## src/sv/spq_pkg.sv

```systemverilog
// Package for the sorted priority queue: sizes, operation and status codes,
// the cell link and control structs and the max helpers. No dependencies.
package spq_pkg;

  localparam int CAPACITY = 64;
  localparam int IDX_W = (CAPACITY > 2) ? $clog2(CAPACITY) : 1;
  localparam int CNT_W = $clog2(CAPACITY + 1);
  localparam int POS_W = 6;
  localparam int CMP_W = (CNT_W > POS_W) ? CNT_W : POS_W;
  localparam int VAL_W = 32;
  localparam int PRIO_W = 16;
  localparam int MAXV_W = VAL_W - 1;
  localparam int TREE_STAGES = ($clog2(CAPACITY) + 1) / 2;
  localparam int TREE_LEAVES = 4 ** TREE_STAGES;
  localparam int STG_W = $clog2(TREE_STAGES + 1);
  localparam logic [PRIO_W-1:0] PRIO_MAX = {PRIO_W{1'b1}};

  typedef enum logic [1:0] {
    OP_INSERT,
    OP_REMOVE,
    OP_RAISE,
    OP_LOWER
  } op_e;

  typedef enum logic [1:0] {
    ST_DONE,
    ST_FULL,
    ST_NOPOS
  } status_e;

  typedef enum logic [1:0] {
    FSM_IDLE,
    FSM_SETTLE,
    FSM_DELIVER
  } fsm_e;

  // Data handed between neighbouring cells
  typedef struct packed {
    logic [VAL_W-1:0]  value;
    logic [PRIO_W-1:0] prio;
    logic              ge;
  } cell_link_t;

  // Broadcast to every cell
  typedef struct packed {
    logic              apply;
    op_e               op;
    logic [VAL_W-1:0]  value;
    logic [PRIO_W-1:0] prio;
    logic [POS_W-1:0]  pos;
    logic [CNT_W-1:0]  count;
  } spq_ctrl_t;

  function automatic logic [MAXV_W-1:0] max2(input logic [MAXV_W-1:0] a,
                                             input logic [MAXV_W-1:0] b);
    max2 = (a > b) ? a : b;
  endfunction

  function automatic logic [MAXV_W-1:0] max4(input logic [MAXV_W-1:0] a,
                                             input logic [MAXV_W-1:0] b,
                                             input logic [MAXV_W-1:0] c,
                                             input logic [MAXV_W-1:0] d);
    max4 = max2(max2(a, b), max2(c, d));
  endfunction

endpackage

```

## src/sv/spq_cell.sv

```systemverilog
// One queue cell: holds a single (value, priority) entry and shifts it to or
// from its neighbours. Depends on spq_pkg.
module spq_cell (
  input  logic                      clk_i,
  input  logic [spq_pkg::IDX_W-1:0] cell_idx_i,
  input  spq_pkg::spq_ctrl_t        ctrl_i,
  input  spq_pkg::cell_link_t       left_i,
  input  spq_pkg::cell_link_t       right_i,
  output spq_pkg::cell_link_t       link_o,
  output logic                      keep_o,
  output logic [spq_pkg::MAXV_W-1:0] leaf_o
);
  import spq_pkg::*;

  logic [VAL_W-1:0]  value_q, value_d;
  logic [PRIO_W-1:0] prio_q, prio_d;
  logic              occupied;
  logic              ge;
  logic              at_or_after_pos;

  assign occupied = CMP_W'(cell_idx_i) < CMP_W'(ctrl_i.count);
  assign ge = occupied && (prio_q >= ctrl_i.prio);
  assign at_or_after_pos = CMP_W'(cell_idx_i) >= CMP_W'(ctrl_i.pos);

  assign link_o.value = value_q;
  assign link_o.prio  = prio_q;
  assign link_o.ge    = ge;
  assign keep_o = occupied && (prio_q > PRIO_W'(1));
  assign leaf_o = (occupied && !value_q[VAL_W-1]) ? value_q[MAXV_W-1:0] : '0;

  always_comb begin
    value_d = value_q;
    prio_d  = prio_q;
    if (ctrl_i.apply) begin
      case (ctrl_i.op)
        OP_INSERT: begin
          // stay if this entry ranks at or above the new one
          if (!ge) begin
            if (left_i.ge) begin
              value_d = ctrl_i.value;
              prio_d  = ctrl_i.prio;
            end else begin
              value_d = left_i.value;
              prio_d  = left_i.prio;
            end
          end
        end
        OP_REMOVE: begin
          if (at_or_after_pos) begin
            value_d = right_i.value;
            prio_d  = right_i.prio;
          end
        end
        OP_RAISE: begin
          if (prio_q != PRIO_MAX) prio_d = prio_q + PRIO_W'(1);
        end
        OP_LOWER: begin
          if (prio_q > PRIO_W'(1)) prio_d = prio_q - PRIO_W'(1);
        end
        default: begin
          value_d = value_q;
        end
      endcase
    end
  end

  always_ff @(posedge clk_i) begin
    value_q <= value_d;
    prio_q  <= prio_d;
  end

endmodule

```

## config.mk

```make
export PLATFORM = sky130hd
export DESIGN_NAME = spq_cell
export DESIGN_NICKNAME = d
export VERILOG_FILES = /design/src/sv/spq_pkg.sv /design/src/sv/spq_cell.sv
export SDC_FILE = /design/constraint.sdc
export NUM_CORES = 1
export LEC_CHECK = 0
export ABC_AREA = 0
export BUFFER_PORTS_ARGS = -buffer_cell sky130_fd_sc_hd__buf_4
export CORE_AREA = 2 2 96 98
export CTS_CLUSTER_DIAMETER = 150
export CTS_CLUSTER_SIZE = 24
export DETAILED_ROUTE_END_ITERATION = 7
export DIE_AREA = 0 0 98 100
export MAX_ROUTING_LAYER = met4
export PLACE_DENSITY_LB_ADDON = 0.08
export SETUP_SLACK_MARGIN = 0.05
export SYNTH_ARGS = -nofsm -noshare
export SYNTH_HDL_FRONTEND = slang
export SYNTH_SLANG_ARGS = --single-unit
```

## constraint.sdc

```tcl
create_clock -name clk_i -period 13.6 [get_ports clk_i]
set_input_delay 0 -clock clk_i [delete_from_list [all_inputs] [get_ports clk_i]]
set_output_delay 0 -clock clk_i [all_outputs]
set_load 0.02 [all_outputs]
```

==> metrics.log, run 1 <==
INFO  metric final-instance-count-excl-fill = 820
INFO  metric drt_antenna_net_count = 0
INFO  metric port_buffers = 248
INFO  metric fillerInstances = 665
INFO  metric ctsHtreeMaxLevel = 2
INFO  metric grt_pass1_vias = 4,317
INFO  metric dp_hpwl = 9690 um
INFO  metric p_leak = 3.04 nW
INFO  metric via_count = 4,228
INFO  metric grt_max_degree = 65
INFO  metric diodes = 0
INFO  metric async_flop_share = 0%
INFO  metric endpoint_kind = flip-flop
INFO  metric status = finished clean
INFO  metric synth-edff-count = 48
INFO  metric arrival = 3.31 ns
INFO  metric worstMarginPinSlew = 1.14 ns
INFO  metric cellPowerDensity = 70.9 mW/mm2
INFO  metric timing.max_slew.rel_slack = 24.1%
INFO  metric tns = 0 ns
INFO  metric core_region_area = 0.00889 mm2
INFO  metric worstHoldEndpoint = value_q[19]
INFO  metric place.detailed.instances = 781
INFO  metric postSynthAreaPerCell = 9.04 um2
INFO  metric dr.pass1.iters = 5
INFO  metric timing.final.crit_period = 3.30 ns
INFO  metric route.detailed.vias_per_inst = 5.16
INFO  metric postSynthRegisterBits = 48
INFO  metric maxClockFrequency = 0.303 GHz
INFO  metric r2r_endpoint = prio_q[7]
INFO  metric post-route-worst-setup-slack = 10.30 ns
INFO  metric finalWirelength = 12,800 um
INFO  metric post_synth_main_area_contributors = sky130_fd_sc_hd__edfxtp_1 (36%), sky130_fd_sc_hd__mux2i_1 (15%), sky130_fd_sc_hd__ha_1 (9.4%)
INFO  metric finalCoreUtilization = 71.4%
INFO  metric synthesis.area = 0.00401 mm2
INFO  metric tritoncts.num_buffers = 5
INFO  metric dieArea = 0.00980 mm2
INFO  metric multi_input_area = 0.00236 mm2
INFO  metric whs_path_depth = 3
INFO  metric synth_warnings = 0
INFO  metric hp-class = primary input to flip-flop
INFO  metric synth.net_count = 642
INFO  metric layout_cells_sized_above_1 = 37.5%
INFO  metric cp.required = 13.61 ns
INFO  metric synth_most_common_cell = sky130_fd_sc_hd__mux2i_1
INFO  metric floorplan.initialDensity = 45.1%
INFO  metric finalPower = 450 uW
INFO  metric ys_types = 39
INFO  metric register_area = 0.00144 mm2
INFO  metric clock-root-buffer = sky130_fd_sc_hd__clkbuf_8
INFO  metric clock-sinks = 48
INFO  metric worstSkewPairLatency = 0.30 ns
INFO  metric clock_transition_time_at_the_flip_flop_clock_pins_of_the_worst_setup_and_hold_paths = 0.10 ns
INFO  metric drc_errors = 0
INFO  metric finalSetupViolCount = 0
INFO  metric min-delay-start = right_i[36]
INFO  metric crit_fanout = 9
INFO  metric ff2ff_path_depth = 8
INFO  metric netlist.top_cell.by_area = sky130_fd_sc_hd__edfxtp_1
INFO  metric wire_length_of_the_first_global_routing_pass = 19,800 um
INFO  metric worstSetupStartpoint = prio_q[0]
INFO  metric drv_cap = 0
INFO  metric cts_tree = done
INFO  metric postSynthCellCount = 443
INFO  metric startpoint_type = flip-flop
INFO  metric report.final.hold_viol_count = 0
INFO  metric dp_slack = 10.30 ns
INFO  metric final_nets = 907
INFO  metric antenna_found_initial = 0
INFO  metric io_pins = 250
INFO  metric detail_route.iter0.violations = 157
INFO  metric global_route.overflow_total = 0
INFO  metric report.final.slew_viol_count = 0
INFO  metric irDropWorstVdd = 0.0000399 V
INFO  metric grt_setup_unrepaired = no
INFO  metric regToRegSetupSlack = 10.30 ns
INFO  metric die_w = 98 um
INFO  metric clock_tree.buffer_depth = 2
INFO  metric synth.yosys.seq_area_share = 36.0%
INFO  metric synth.top_cells.by_count = sky130_fd_sc_hd__mux2i_1 (59), sky130_fd_sc_hd__edfxtp_1 (48), sky130_fd_sc_hd__nand2_1 (45)
INFO  metric global_route.usage.total = 25.8%
INFO  metric post-cts-setup-buffers = 0
INFO  metric skew = 0.00704 ns
INFO  metric dieHeight = 100 um
INFO  metric r2r-start = prio_q[0]
INFO  metric place.gp.congestion = 0.874
INFO  metric synthFlopType = sky130_fd_sc_hd__edfxtp_1
INFO  metric final_min_period_over_clock_period = 24.3%
INFO  metric area_share_of_the_largest_cell_type_after_synthesis = 36.0%
INFO  metric rows = 35
INFO  metric critPathKind = flip-flop to flip-flop
INFO  metric avgRoutedWirePerCell = 15.6 um
INFO  metric areaGrowthSynthToFinish = 58.5%
==> report_power, final <==
group / switching, mW / total [mW] / internal (mW)
logic: 0.0826 / 0.172 / 0.0892
clock network: 0.0509 / 0.0869 / 0.0361
registers: 0.0129 / 0.191 / 0.178
total: 0.146 / 0.450 / 0.304
==> worst max-delay path by stage <==
stage / slack (ns) / to / cells past startpoint
2_1_floorplan: 6.15 / value_q[0] / 7
3_3_place_gp: 10.31 / prio_q[8] / 8
3_5_place_dp: 10.30 / prio_q[8] / 8
4_1_cts: 10.29 / prio_q[8] / 8
5_1_grt: 10.02 / prio_q[13] / 8
6_report: 10.30 / prio_q[7] / 8
==> metrics by stage <==
| stage | instance area, um2 | hold slack (ns) |
|---|---|---|
| finish | 6350 | 0.0195 |
| global route | 6350 | 0.0172 |
| CTS | 6350 | 0.00920 |
| detailed placement | 5950 | 0.279 |
| global placement | 5950 | 0.272 |
| floorplan | 4010 | 0.187 |
==> area by class of cell <==
cell class,instances,area share [%]
inverters,33,1.95
flip-flops and latches,48,22.7
multi-input cells,338,37.2
repair buffers,282,34.6
clock buffers,5,1.08
well taps,111,2.19
clock inverters,3,0.276
==> layout by cell type (no fill, tap or decap), types with 3 or more instances in the layout <==
master,synthesis,layout
sky130_fd_sc_hd__dlygate4sd3_1,0,31
sky130_fd_sc_hd__a21oi_1,28,28
sky130_fd_sc_hd__nor4_1,4,3
sky130_fd_sc_hd__nand3_1,3,3
sky130_fd_sc_hd__nand2_1,45,45
sky130_fd_sc_hd__nor2_1,28,27
sky130_fd_sc_hd__nor3_1,4,4
sky130_fd_sc_hd__xor2_1,7,7
sky130_fd_sc_hd__buf_4,1,251
sky130_fd_sc_hd__a22oi_1,3,3
sky130_fd_sc_hd__clkbuf_8,0,5
sky130_fd_sc_hd__or3b_2,3,3
sky130_fd_sc_hd__mux2i_1,59,59
sky130_fd_sc_hd__nand2b_1,6,6
sky130_fd_sc_hd__xnor2_1,7,7
sky130_fd_sc_hd__nand4_1,4,4
sky130_fd_sc_hd__ha_1,30,30
sky130_fd_sc_hd__inv_1,33,33
sky130_fd_sc_hd__and2_1,33,33
sky130_fd_sc_hd__a211oi_1,3,3
sky130_fd_sc_hd__o21ai_0,44,44
sky130_fd_sc_hd__edfxtp_1,48,48
sky130_fd_sc_hd__or3_1,3,3
==> sequential cells by signal, summed over array words and instances (netlist names) <==
| signal | flops |
|---|---|
| value_q | 32 |
| prio_q | 16 |
==> critical path, stage by stage (launching register included) <==
cell,delay [ns]
sky130_fd_sc_hd__edfxtp_1,0.50
sky130_fd_sc_hd__inv_1,0.13
sky130_fd_sc_hd__ha_1,0.22
sky130_fd_sc_hd__nand2b_1,0.14
sky130_fd_sc_hd__a2111o_1,0.41
sky130_fd_sc_hd__a32oi_1,0.26
sky130_fd_sc_hd__a2111oi_0,0.16
sky130_fd_sc_hd__nor4_2,0.84
sky130_fd_sc_hd__buf_4,0.34
==> cells by family (layout without fill, tap and decap cells) <==
logic type	after synthesis	count (layout)	share of synthesized area, %
flip-flops	48	48	36.0
AO/OA/AOI/OAI	93	93	13.3
buffers and inverters	57	323	5.47
XOR/XNOR	14	14	3.06
adder cells (fa/ha/maj)	30	30	9.37
multiplexers	59	59	14.7
AND/OR/NAND/NOR	142	142	18.1
==> per-layer routing <==
layer	wire [um]	track usage, %
met2	6990	48.3
met4	168	6.94
met3	685	3.13
met5	0	-
met1	4910	29.1
==> repair_timing <==
item,4_1_cts,5_1_grt
resized for setup,0,0
setup endpoints to repair,0,0
hold buffers,31,0
endpoints found under the hold margin,31,0
No activity file was read; power rests on OpenSTA's default activity.
==> run 2, diff against run 1 <==
- CORE_AREA: 2 2 96 98 -> default
- CORE_MARGIN: default -> 1
- CORE_UTILIZATION: default -> 40
- DIE_AREA: 0 0 98 100 -> default
- clock period: 13.6 -> 3 ns (I/O delays scaled with it)
==> metrics.log, run 2 (same netlist as run 1, synthesis figures left out) <==
INFO  metric clock_transition_time_at_the_flip_flop_clock_pins_of_the_worst_setup_and_hold_paths = 0.09 ns (was 0.10 ns)
INFO  metric wire_length_of_the_first_global_routing_pass = 19,400 um (was 19,800 um)
INFO  metric critPathKind = flip-flop to flip-flop (unchanged)
INFO  metric dieHeight = 102 um (was 100 um)
INFO  metric placed_cell_area = 0.00615 mm2 (was 0.00595 mm2)
INFO  metric ctsHtreeMaxLevel = 2 (unchanged)
INFO  metric place.gp.congestion = 0.900 (was 0.874)
INFO  metric final-instance-count-excl-fill = 860 (was 820)
INFO  metric p_leak = 3.14 nW (was 3.04 nW)
INFO  metric arrival = 2.82 ns (was 3.31 ns)
INFO  metric timing.final.crit_period = 2.75 ns (was 3.30 ns)
INFO  metric drt_antenna_net_count = 0 (unchanged)
INFO  metric dr.pass1.iters = 4 (was 5)
INFO  metric drv_cap = 0 (unchanged)
INFO  metric clock_tree.buffer_depth = 2 (unchanged)
INFO  metric startpoint_type = flip-flop (unchanged)
INFO  metric skew = 0.00386 ns (was 0.00704 ns)
INFO  metric global_route.usage.total = 24.8% (was 25.8%)
INFO  metric timing.max_slew.rel_slack = 50.1% (was 24.1%)
INFO  metric rows = 36 (was 35)
INFO  metric grt_pass1_vias = 4,088 (was 4,317)
INFO  metric io_pins = 250 (unchanged)
INFO  metric mostFrequentLayoutCell = sky130_fd_sc_hd__buf_4 (unchanged)
INFO  metric route.detailed.vias_per_inst = 5.00 (was 5.16)
INFO  metric finalInstanceArea = 0.00656 mm2 (was 0.00635 mm2)
INFO  metric largestRegisters = value_q (32), prio_q (16) (unchanged)
INFO  metric finalWirelength = 12,900 um (was 12,800 um)
INFO  metric timing.critical_path.buf_inv = 2 (unchanged)
INFO  metric maxClockFrequency = 0.364 GHz (was 0.303 GHz)
INFO  metric place.detailed.instances = 819 (was 781)
INFO  metric register_area = 0.00144 mm2 (unchanged)
INFO  metric detail_route.iter0.violations = 158 (was 157)
INFO  metric largest_incremental_delay_on_the_critical_path = 0.53 ns (was 0.84 ns)
INFO  metric port_buffers = 248 (unchanged)
INFO  metric worstMarginPinSlew = 0.748 ns (was 1.14 ns)
INFO  metric clock-root-buffer = sky130_fd_sc_hd__clkbuf_8 (unchanged)
INFO  metric status = finished clean (unchanged)
INFO  metric grt_max_degree = 65 (unchanged)
INFO  metric areaGrowthSynthToFinish = 63.7% (was 58.5%)
INFO  metric endpoint_kind = flip-flop (unchanged)
INFO  metric fillerInstances = 824 (was 665)
INFO  metric report.final.slew_viol_count = 0 (unchanged)
INFO  metric drc_errors = 0 (unchanged)
INFO  metric cellPowerDensity = 319 mW/mm2 (was 70.9 mW/mm2)
INFO  metric avgRoutedWirePerCell = 15.0 um (was 15.6 um)
INFO  metric multi_input_area = 0.00240 mm2 (was 0.00236 mm2)
INFO  metric floorplan.initialDensity = 41.2% (was 45.1%)
INFO  metric report.final.hold_viol_count = 0 (unchanged)
INFO  metric top_register = value_q (unchanged)
INFO  metric final_nets = 925 (was 907)
INFO  metric final_min_period_over_clock_period = 91.6% (was 24.3%)
INFO  metric worstSkewPairLatency = 0.30 ns (about the same)
INFO  metric hp-class = primary input to flip-flop (unchanged)
INFO  metric cp.required = 3.07 ns (was 13.61 ns)
INFO  metric crit_path_cell_trace = buf_4, ha_1, and4b_1, or3b_2, or3b_2, a21boi_0, nor4_4, buf_4 (was inv_1, ha_1, nand2b_1, a2111o_1, a32oi_1, a2111oi_0, nor4_2, buf_4)
INFO  metric slowest_stage = sky130_fd_sc_hd__or3b_2 (was sky130_fd_sc_hd__nor4_2)
INFO  metric tritoncts.num_buffers = 5 (unchanged)
INFO  metric clock-sinks = 48 (unchanged)
INFO  metric post-route-worst-setup-slack = 0.253 ns (was 10.30 ns)
INFO  metric cts_tree = done (unchanged)
INFO  metric grt_setup_unrepaired = no (unchanged)
INFO  metric dieArea = 0.0104 mm2 (was 0.00980 mm2)
INFO  metric antenna_found_initial = 0 (unchanged)
INFO  metric timing.critical_path.max_delay_family = simple AND/OR/NAND/NOR gates (unchanged)
INFO  metric core_region_area = 0.00973 mm2 (was 0.00889 mm2)
INFO  metric dp_hpwl = 9920 um (was 9690 um)
INFO  metric final_cell_mix = sky130_fd_sc_hd__buf_4 (269), sky130_fd_sc_hd__mux2i_1 (59), sky130_fd_sc_hd__edfxtp_1 (48) (was sky130_fd_sc_hd__buf_4 (251), sky130_fd_sc_hd__mux2i_1 (59), sky130_fd_sc_hd__edfxtp_1 (48))
INFO  metric layout_cells_sized_above_1 = 39.5% (was 37.5%)
INFO  metric dp_slack = -0.0459 ns (was 10.30 ns)
INFO  metric via_count = 4,297 (was 4,228)
INFO  metric finalSetupViolCount = 0 (unchanged)
INFO  metric largest_register_ff_count = 32 (unchanged)
INFO  metric diodes = 0 (unchanged)
INFO  metric irDropWorstVdd = 0.000175 V (was 0.0000399 V)
INFO  metric global_route.overflow_total = 0 (unchanged)
INFO  metric crit_fanout = 6 (was 9)
INFO  metric die_w = 102 um (was 98 um)
==> run 2: per-layer routing <==
| layer | wire length, um | share of wire, % | GRT usage, % |
|---|---|---|---|
| met4 | 176 | 1.4 | 6.26 |
| met3 | 648 | 5.0 | 3.56 |
| met5 | 0 | 0 | - |
| met2 | 6700 | 52 | 44.1 |
| met1 | 5380 | 42 | 29.2 |
==> run 2: layout make-up <==
cell class | count | area share [%]
multi-input cells | 338 | 36.6
repair buffers | 300 | 35.7
flip-flops and latches | 48 | 22.0
well taps | 133 | 2.54
inverters | 33 | 1.89
clock buffers | 5 | 1.05
clock inverters | 3 | 0.267
==> run 2: what timing repair did <==
| action | 4_1_cts | 5_1_grt |
|---|---|---|
| hold buffers | 30 | 0 |
| buffers inserted | 3 | 0 |
| setup endpoints to repair | 16 | 16 |
| hold endpoints to repair | 30 | 0 |
| gates resized for setup | 0 | 1 |
| pin swaps | 1 | 0 |
==> run 2: worst paths after layout <==
kind                     from           to  slack [ns]  cells after the start
setup reg to reg    prio_q[0]    prio_q[7]        0.25                      8
setup / recovery    prio_q[0]    prio_q[7]        0.25                      8
hold reg to reg     prio_q[0]    prio_q[0]        0.75                      2
hold / removal    right_i[29]  value_q[12]        0.01                      3
==> run 2: power breakdown <==
group	total [mW]	internal [mW]	switching (mW)	leakage [nW]
Sequential	0.838	0.807	0.0315	0.452
Clock	0.399	0.164	0.235	0.0460
Combinational	0.855	0.437	0.418	2.64
==> run 2: tightest hold or removal path, cell delays in order <==
cell                      delay [ns]
sky130_fd_sc_hd__buf_4          0.08
sky130_fd_sc_hd__nand2_1        0.03
sky130_fd_sc_hd__o21ai_0        0.09
==> run 2: stage by stage <==
| step | hold WS [ns] | power (mW) | TNS [ns] | util [%] |
|---|---|---|---|---|
| floorplan | 0.187 | 1.27 | -11.77 | - |
| global placement | 0.272 | 1.65 | 0 | 63.2 |
| global route | 0.00342 | 2.21 | 0 | 67.4 |
| detailed placement | 0.280 | 1.67 | -0.727 | 63.2 |
| finish | 0.0147 | 2.09 | 0 | 67.4 |
| CTS | 0.000216 | 2.11 | 0 | 67.4 |
